<file path="src/rtl/tac_pkg.sv">
`timescale 1ns / 1ps
// ----------------------------------------------------------------------------
// tac_pkg: shared types and constants of the target approach controller
// Item codes, configuration and state records, and register reset values.
// ----------------------------------------------------------------------------
package tac_pkg;

  // Timing limits, in control ticks
  localparam logic [7:0] TimeoutTicks  = 8'd20;
  localparam logic [7:0] LostTurnTicks = 8'd10;

  // Item kinds carried on the input tuser
  typedef enum logic [1:0] {
    FUNC_DETECT  = 2'd0,
    FUNC_TICK    = 2'd1,
    FUNC_TRIGGER = 2'd2
  } func_e;

  // Reported control state
  typedef enum logic [1:0] {
    PHASE_INIT    = 2'd0,
    PHASE_WORKING = 2'd1,
    PHASE_DONE    = 2'd2
  } phase_e;

  // Mode chosen by the last trigger
  typedef enum logic [1:0] {
    MODE_IDLE = 2'd0,
    MODE_RUN  = 2'd1,
    MODE_DONE = 2'd2
  } mode_e;

  localparam logic [7:0] TrigRun  = 8'd1;
  localparam logic [7:0] TrigDone = 8'd2;

  // Register indexes (byte address / 4)
  localparam logic [2:0] RegStart  = 3'd0;
  localparam logic [2:0] RegStop   = 3'd1;
  localparam logic [2:0] RegGain   = 3'd2;
  localparam logic [2:0] RegWeight = 3'd3;
  localparam logic [2:0] RegFwd    = 3'd4;
  localparam logic [2:0] RegTarget = 3'd5;
  localparam logic [2:0] RegClose  = 3'd6;
  localparam logic [2:0] RegConf   = 3'd7;

  typedef struct packed {
    logic [11:0] turn_start;
    logic [11:0] turn_stop;
    logic [15:0] turn_gain;
    logic [8:0]  weight;
    logic [15:0] fwd_speed;
    logic [11:0] target_col;
    logic [15:0] close_dist;
    logic [7:0]  conf_thresh;
  } cfg_t;

  localparam cfg_t CfgReset = '{
    turn_start:  12'd30,
    turn_stop:   12'd15,
    turn_gain:   16'd66,
    weight:      9'd51,
    fwd_speed:   16'd256,
    target_col:  12'd424,
    close_dist:  16'd2000,
    conf_thresh: 8'd3
  };

  typedef struct packed {
    logic [19:0] fcol;        // Q12.8
    logic [23:0] fdep;        // Q17.7
    logic        primed;
    logic [8:0]  count;
    phase_e      phase;
    logic        turning;
    logic        stop_sent;
    logic        motion;
    logic        close_seen;
    mode_e       mode;
    logic [7:0]  ticks;
  } state_t;

  localparam state_t StateReset = '{
    fcol: '0, fdep: '0, primed: 1'b0, count: '0, phase: PHASE_INIT,
    turning: 1'b0, stop_sent: 1'b0, motion: 1'b0, close_seen: 1'b0,
    mode: MODE_IDLE, ticks: '0
  };

  typedef struct packed {
    func_e       func;
    logic [11:0] pixel_column;
    logic [15:0] depth_mm;
    logic [7:0]  trigger_value;
  } item_t;

  typedef struct packed {
    logic               cmd_valid;
    logic [15:0]        forward_cmd;
    logic signed [15:0] turn_cmd;
    phase_e             control_state;
  } result_t;

endpackage

</file>
<file path="src/rtl/target_approach_controller_core.sv">
`timescale 1ns / 1ps
// ----------------------------------------------------------------------------
// target_approach_controller_core: steering toward a visual target
// Item input stage, single-pass control logic, result register, APB registers.
// ----------------------------------------------------------------------------
// Usage:
//   Input stream (s_axis): tuser is the item kind (detection, tick, trigger),
//   tdata holds pixel column, depth and trigger value. Every item gives exactly
//   one result item on m_axis: tuser is cmd_valid, tdata holds forward command,
//   turn command and control state.
//   An accepted item is held in the input register; the control logic then
//   updates the state and loads the result register, which offers the result
//   once the receiver has taken the previous one. One item per cycle is
//   sustained with no gaps while the receiver takes every result.
//   When the receiver stalls, the result register holds and the input register
//   fills; s_axis_tready drops while both are occupied and m_axis_tready is low.
//   Reset clears the control state and loads the register defaults; no items
//   are in flight afterwards. Registers are written over APB at 4*index and
//   should only change while no item is in flight.
// ----------------------------------------------------------------------------
module target_approach_controller_core import tac_pkg::*; (
  input  logic        clk_i,
  input  logic        rst_ni,
  // item input
  input  logic        s_axis_tvalid,
  output logic        s_axis_tready,
  input  logic [39:0] s_axis_tdata,  // pixel_column[11:0], depth_mm[27:12], trigger_value[35:28]
  input  logic [1:0]  s_axis_tuser,  // func[1:0]
  // result output
  output logic        m_axis_tvalid,
  input  logic        m_axis_tready,
  output logic [39:0] m_axis_tdata,  // forward_cmd[15:0], turn_cmd[31:16], control_state[33:32]
  output logic        m_axis_tuser,  // cmd_valid
  // configuration
  input  logic        psel,
  input  logic        penable,
  input  logic        pwrite,
  input  logic [4:0]  paddr,
  input  logic [31:0] pwdata,
  output logic [31:0] prdata,
  output logic        pready
);

  cfg_t    cfg_q;
  state_t  state_q, state_d;
  item_t   in_item_q;
  logic    in_vld_q;
  result_t out_res_q, step_res;
  logic    out_vld_q;
  logic    out_free;
  logic    advance;
  logic [2:0] reg_idx;

  // Configuration registers
  assign pready  = 1'b1;
  assign reg_idx = paddr[4:2];

  always_ff @(posedge clk_i or negedge rst_ni) begin
    if (!rst_ni) begin
      cfg_q <= CfgReset;
    end else if (psel && penable && pwrite) begin
      case (reg_idx)
        RegStart:  cfg_q.turn_start  <= pwdata[11:0];
        RegStop:   cfg_q.turn_stop   <= pwdata[11:0];
        RegGain:   cfg_q.turn_gain   <= pwdata[15:0];
        RegWeight: cfg_q.weight      <= pwdata[8:0];
        RegFwd:    cfg_q.fwd_speed   <= pwdata[15:0];
        RegTarget: cfg_q.target_col  <= pwdata[11:0];
        RegClose:  cfg_q.close_dist  <= pwdata[15:0];
        RegConf:   cfg_q.conf_thresh <= pwdata[7:0];
        default: ;
      endcase
    end
  end

  // Register readback
  always_comb begin
    case (reg_idx)
      RegStart:  prdata = {20'd0, cfg_q.turn_start};
      RegStop:   prdata = {20'd0, cfg_q.turn_stop};
      RegGain:   prdata = {16'd0, cfg_q.turn_gain};
      RegWeight: prdata = {23'd0, cfg_q.weight};
      RegFwd:    prdata = {16'd0, cfg_q.fwd_speed};
      RegTarget: prdata = {20'd0, cfg_q.target_col};
      RegClose:  prdata = {16'd0, cfg_q.close_dist};
      RegConf:   prdata = {24'd0, cfg_q.conf_thresh};
      default:   prdata = '0;
    endcase
  end

  // Handshake: the result register frees when taken, the input register
  // frees when its item moves on
  assign out_free      = !out_vld_q || m_axis_tready;
  assign advance       = in_vld_q && out_free;
  assign s_axis_tready = !in_vld_q || out_free;

  always_ff @(posedge clk_i or negedge rst_ni) begin
    if (!rst_ni) begin
      in_vld_q  <= 1'b0;
      out_vld_q <= 1'b0;
      state_q   <= StateReset;
    end else begin
      if (s_axis_tready) begin
        in_vld_q <= s_axis_tvalid;
      end
      if (out_free) begin
        out_vld_q <= in_vld_q;
      end
      if (advance) begin
        state_q <= state_d;
      end
    end
  end

  // Payload registers
  always_ff @(posedge clk_i) begin
    if (s_axis_tready && s_axis_tvalid) begin
      in_item_q.func          <= func_e'(s_axis_tuser);
      in_item_q.pixel_column  <= s_axis_tdata[11:0];
      in_item_q.depth_mm      <= s_axis_tdata[27:12];
      in_item_q.trigger_value <= s_axis_tdata[35:28];
    end
    if (advance) begin
      out_res_q <= step_res;
    end
  end

  tac_step u_step (
    .cfg_i    (cfg_q),
    .state_i  (state_q),
    .item_i   (in_item_q),
    .state_o  (state_d),
    .result_o (step_res)
  );

  // Result packing
  assign m_axis_tvalid = out_vld_q;
  assign m_axis_tuser  = out_res_q.cmd_valid;
  assign m_axis_tdata  = {6'd0, out_res_q.control_state, out_res_q.turn_cmd,
                          out_res_q.forward_cmd};

endmodule

</file>
<file path="src/rtl/tac_step.sv">
`timescale 1ns / 1ps
// ----------------------------------------------------------------------------
// tac_step: next-state and result logic for one item
// Filters detections; timeout, turn hysteresis, approach on ticks; mode triggers.
// ----------------------------------------------------------------------------
module tac_step import tac_pkg::*; (
  input  cfg_t    cfg_i,
  input  state_t  state_i,
  input  item_t   item_i,
  output state_t  state_o,
  output result_t result_o
);

  logic [8:0]         w;
  logic [16:0]        dep_clamp;
  logic [23:0]        dep_sample;
  logic signed [20:0] col_diff;
  logic signed [30:0] col_prod;
  logic [31:0]        col_acc;
  logic signed [24:0] dep_diff;
  logic signed [34:0] dep_prod;
  logic [35:0]        dep_acc;
  logic [9:0]         cnt_inc;
  logic [9:0]         cnt_cap;
  logic [7:0]         ticks_inc;
  logic [20:0]        err;
  logic [19:0]        mag;
  logic [36:0]        turn_acc;
  logic [24:0]        turn_r;
  logic [15:0]        turn_sat;
  logic [15:0]        turn_t;

  // Weight limited to 1.0, depth clamp
  always_comb begin
    w = (cfg_i.weight > 9'd256) ? 9'd256 : cfg_i.weight;
    if (item_i.depth_mm < 16'd100) begin
      dep_clamp = {1'b0, cfg_i.close_dist} + 17'd500;
    end else if (item_i.depth_mm > 16'd10000) begin
      dep_clamp = 17'd10000;
    end else begin
      dep_clamp = {1'b0, item_i.depth_mm};
    end
    dep_sample = {dep_clamp, 7'd0};
  end

  // Low-pass: old + ((new - old) * w + 128) >> 8, one multiplier per filter
  always_comb begin
    col_diff = $signed({1'b0, item_i.pixel_column, 8'd0}) - $signed({1'b0, state_i.fcol});
    col_prod = col_diff * $signed({1'b0, w});
    col_acc  = {4'd0, state_i.fcol, 8'd0} + {col_prod[30], col_prod} + 32'd128;
    dep_diff = $signed({1'b0, dep_sample}) - $signed({1'b0, state_i.fdep});
    dep_prod = dep_diff * $signed({1'b0, w});
    dep_acc  = {4'd0, state_i.fdep, 8'd0} + {dep_prod[34], dep_prod} + 36'd128;
  end

  // Confidence count and tick counter increments
  always_comb begin
    cnt_inc   = {1'b0, state_i.count} + 10'd1;
    cnt_cap   = {2'd0, cfg_i.conf_thresh} + 10'd2;
    ticks_inc = (state_i.ticks == 8'hFF) ? state_i.ticks : state_i.ticks + 8'd1;
  end

  // Proportional turn: |err| * gain, rounded, saturated to Q3.12
  always_comb begin
    err      = {1'b0, cfg_i.target_col, 8'd0} - {1'b0, state_i.fcol};
    mag      = err[20] ? 20'(-err) : err[19:0];
    turn_acc = 37'(mag) * 37'(cfg_i.turn_gain) + 37'd2048;
    turn_r   = turn_acc[36:12];
    if (err[20]) begin
      turn_sat = (turn_r > 25'd32768) ? 16'h8000 : 16'(-turn_r);
    end else begin
      turn_sat = (turn_r > 25'd32767) ? 16'h7FFF : turn_r[15:0];
    end
  end

  // Item dispatch
  always_comb begin
    state_o  = state_i;
    result_o = '0;
    turn_t   = '0;
    case (item_i.func)
      FUNC_DETECT: begin
        if (!state_i.primed) begin
          state_o.fcol   = {item_i.pixel_column, 8'd0};
          state_o.fdep   = dep_sample;
          state_o.primed = 1'b1;
        end else begin
          state_o.fcol = col_acc[27:8];
          state_o.fdep = dep_acc[31:8];
        end
        if (state_i.phase != PHASE_DONE) begin
          state_o.count = (cnt_inc > cnt_cap) ? cnt_cap[8:0] : cnt_inc[8:0];
        end
        state_o.ticks     = '0;
        state_o.stop_sent = 1'b0;
      end
      FUNC_TICK: begin
        state_o.ticks = ticks_inc;
        case (state_i.mode)
          MODE_DONE: begin
            state_o.phase = PHASE_DONE;
          end
          MODE_RUN: begin
            // lost target: drop filters, one stop command, decay confidence
            if (ticks_inc > TimeoutTicks && state_i.phase != PHASE_DONE) begin
              state_o.fcol    = '0;
              state_o.fdep    = '0;
              state_o.primed  = 1'b0;
              state_o.turning = 1'b0;
              if (!state_i.stop_sent) begin
                result_o.cmd_valid = 1'b1;
                state_o.phase      = PHASE_WORKING;
                state_o.stop_sent  = 1'b1;
              end else begin
                state_o.phase = PHASE_INIT;
              end
              if (state_i.count <= 9'd1) begin
                state_o.count  = '0;
                state_o.motion = 1'b0;
              end else begin
                state_o.count = state_i.count - 9'd1;
              end
            end
            if (state_o.count > {1'b0, cfg_i.conf_thresh}) begin
              state_o.motion = 1'b1;
            end
            // steering and approach; only reachable without a timeout
            if (state_o.fcol > 20'd5120 && state_o.phase != PHASE_DONE) begin
              if (ticks_inc < LostTurnTicks) begin
                if (mag > {cfg_i.turn_start, 8'd0} && !state_i.turning) begin
                  turn_t          = turn_sat;
                  state_o.turning = 1'b1;
                end else if (state_i.turning && mag > {cfg_i.turn_stop, 8'd0}) begin
                  turn_t = turn_sat;
                end else begin
                  state_o.turning = 1'b0;
                end
              end else begin
                state_o.turning = 1'b0;
              end
              if (state_i.fdep > {1'b0, cfg_i.close_dist, 7'd0}) begin
                if (state_o.motion) begin
                  result_o.cmd_valid   = 1'b1;
                  result_o.forward_cmd = cfg_i.fwd_speed;
                  result_o.turn_cmd    = $signed(turn_t);
                  state_o.phase        = PHASE_WORKING;
                end
              end else begin
                // close enough: stop, finish on the second close tick
                if (!state_i.close_seen) begin
                  state_o.close_seen = 1'b1;
                end else begin
                  state_o.phase = PHASE_DONE;
                end
                state_o.count        = '0;
                state_o.motion       = 1'b0;
                result_o.cmd_valid   = 1'b1;
                result_o.forward_cmd = '0;
                result_o.turn_cmd    = '0;
              end
            end
          end
          default: ;
        endcase
      end
      FUNC_TRIGGER: begin
        if (item_i.trigger_value == TrigRun) begin
          state_o.mode = MODE_RUN;
        end else if (item_i.trigger_value == TrigDone) begin
          state_o.mode = MODE_DONE;
        end else begin
          state_o            = StateReset;
          state_o.ticks      = state_i.ticks;
        end
      end
      default: ;
    endcase
    result_o.control_state = state_o.phase;
  end

endmodule

</file>
<file path="config.mk">
export PLATFORM = sky130hd
export DESIGN_NAME = target_approach_controller_core
export DESIGN_NICKNAME = d
export VERILOG_FILES = /design/src/rtl/tac_pkg.sv /design/src/rtl/target_approach_controller_core.sv /design/src/rtl/tac_step.sv
export SDC_FILE = /design/constraint.sdc
export NUM_CORES = 2
export LEC_CHECK = 0
export BUFFER_PORTS_ARGS = -buffer_cell sky130_fd_sc_hd__buf_2
export CAP_MARGIN = 20
export CORE_UTILIZATION = 45
export DETAILED_ROUTE_END_ITERATION = 10
export PLACE_DENSITY_LB_ADDON = 0.08
export SLEW_MARGIN = 5
export SYNTH_ARGS = -nofsm -noshare
export SYNTH_HDL_FRONTEND = slang
export SYNTH_HIERARCHICAL = 1
export SYNTH_SLANG_ARGS = --single-unit
</file>
<file path="constraint.sdc">
create_clock -name clk_i -period 13.96 [get_ports clk_i]
set_input_delay 0.698 -clock clk_i [delete_from_list [all_inputs] [get_ports clk_i]]
set_output_delay 0.698 -clock clk_i [all_outputs]
set_load 0.02 [all_outputs]
</file>
==> flow_metrics.tcl <==
set metrics [dict create \
    slew_violations 0 \
    wl_um 121000 \
    final_cells 5950 \
    critPathKind "flip-flop to flip-flop" \
    cts.sinks 246 \
    grt_pass1_vias 33228 \
    drt-wirelength-per-cell_um 20.3 \
    place_congestion 0.881 \
    crit_path_max_fanout 18 \
    root_buffer "clkbuf_16" \
    yosys_warnings 6 \
    fin_nets 5733 \
    die_w_um 309 \
    drc 0 \
    synth_edf_count 73 \
    dp_hpwl_um 95800 \
    cts_resized 0 \
    syn_area_um2 42300 \
    synth_flop_cell "dfrtp_1" \
    clk_latency_ns 0.63 \
    dieArea_um2 95300 \
    finalSetupViolCount 0 \
    min_period_ns 11.11 \
    worst_pin_slew_ns 1.11 \
    run_status "complete, no violations" \
    synth-seq-area-share_pct 15.5 \
    die_y_um 309 \
    overflow 0 \
    cp.arrival_ns 11.44 \
    slowest_delay_ns 0.54 \
    worstHoldPathType "primary input to async pin" \
    first_pass_iters 7 \
    rows 112 \
    antenna_found_initial 3 \
    maxCapViolCount 0 \
    syn_area_per_cell_um2 9.12 \
    final_cell_mix "inv_1, fa_1, nand2_1, ha_1, nor2_1" \
    drtAntennaViolNets 0 \
    ctsHoldBuffers 0 \
    finalSetupTns_ns 0 \
    cts_tree "yes" \
    syn_to_final_growth_pct 6.83 \
    required_ns 14.29 \
    maxSlewHeadroom_pct 25.9 \
    final-hold-violation-count 0 \
    synth_seq_cells 246 \
    core_area_um2 93200 \
    crit_path_start_kind "flip-flop" \
    ys_async_sr_fraction_pct 70.3 \
    cts_max_level 1 \
    cts.clk_slew.worst_paths_ns 0.06 \
    grt_pass1_wl_um 192000 \
    fin_crit_sh_pct 79.6 \
    drt_iter0_markers 1990 \
    rsz0062_at_grt "no" \
    vias 32313 \
    clockBufferDepth 3 \
    initial_core_util_pct 45.4 \
    fmax_mhz 90.0 \
    portBuffers 116 \
    final_common_cell "inv_1" \
    dp.cells 5890 \
    end_kind "flip-flop" \
    cp-startpoint "state_q[50]" \
    cts_buffers 31 \
    drive_gt1_share_pct 10.8 \
    cp_slowest_cell "fa_1" \
    synth_cells 4644 \
    track_usage_pct 26.0 \
    r2r_start "state_q[50]" \
    post_cts_buffers 0 \
    path_common_cell "fa_1" \
    routed_via_density 5.43 \
    yosysUniqueCellTypes 104 \
    grt_max_degree 68 \
    skew_ns 0.0315 \
    pin_count 162 \
]
==> flip-flops by register name (all words and copies together), names as in the netlist <==
register and flops:
state_q 70, in_item_q 38, m_axis_tvalid 1, m_axis_tuser 1
m_axis_tdata 34, in_vld_q 1, cfg_q 101
==> final cells by class <==
cell class | instances | area [um^2]
inverter | 742 | 2790
antenna | 1 | 2.50
tap | 1254 | 1570
fill | 9018 | 48000
sequential | 246 | 6560
timing repair buffer | 181 | 1080
multi-input combinational | 3468 | 32200
clock buffer | 33 | 793
clock inverter | 25 | 264
==> synthesized netlist by cell type (34+ instances only) <==
cell      count  area (um^2)
nor2_1      326         1220
and2_1      207         1290
edfxtp_1     73         2190
nor3_1       61          305
clkbuf_1    153          574
fa_1        611        12200
o21ai_0     139          696
mux2i_1      39          390
ha_1        366         4580
inv_1       740         2780
nand2_1     536         2010
mux2_2      168         1890
dfrtp_1     146         3650
xnor2_1     140         1230
nand3_1      67          335
xor2_1       64          561
a21o_1       68          510
nand2b_1     34          213
a21oi_1     137          686
==> routing by layer <==
| metal | share of wire (%) | routed length, um | vias to the layer above | GRT usage [%] |
|---|---|---|---|---|
| li1 | - | - | 15093 | - |
| met1 | 46 | 54900 | 16309 | 36.4 |
| met2 | 46 | 55900 | 767 | 42.2 |
| met3 | 5.7 | 6900 | 140 | 4.02 |
| met4 | 2.4 | 2930 | 4 | 6.35 |
| met5 | 0.021 | 25 | - | 0 |
==> final timing paths <==
path	endpoint	slack, ns	cells after the start
setup reg to reg	m_axis_tdata[26]	2.85	37
setup / recovery	m_axis_tdata[26]	2.85	37
max in group asynchronous	state_q[37]	11.74	3
hold reg to reg	cfg_q[49]	0.53	1
min in group clk_i	in_item_q[37]	0.23	1
hold / removal	state_q[53]	0.03	1
==> kinds of logic after synthesis <==
kind of cell | after synthesis | synth area share [%]
compound gates | 611 | 9.69
other cells | 2 | 0.0177
simple gates | 1436 | 16.3
mux | 217 | 5.74
fa+ha+maj | 977 | 39.7
buf+inv | 951 | 8.82
flops | 246 | 15.5
xor+xnor | 204 | 4.22
==> metrics by stage <==
step / worst slack, ns / hold WS (ns) / util [%] / cell area, um^2
floorplan: 3.58 / 0.402 / - / 42400
global placement: 2.94 / 0.510 / 47.4 / 44200
detailed placement: 2.82 / 0.517 / 47.4 / 44200
CTS: 2.82 / 0.0191 / 48.5 / 45200
global route: 2.08 / 0.0377 / 48.5 / 45200
finish: 2.85 / 0.0283 / 48.5 / 45200
==> worst max-delay path, delay by kind of cell (launching register included) <==
family	cells	cell delay (ns)
flip-flops	1	0.38
AND/OR/NAND/NOR	16	5.03
buffers and inverters	6	0.72
AO/OA/AOI/OAI	4	0.61
adder cells (fa/ha/maj)	8	3.61
XOR/XNOR	3	0.45
Power is left out: the tool's default activity adds up to more than one toggle a clock period on the data nets, which glitch-free logic cannot reach.
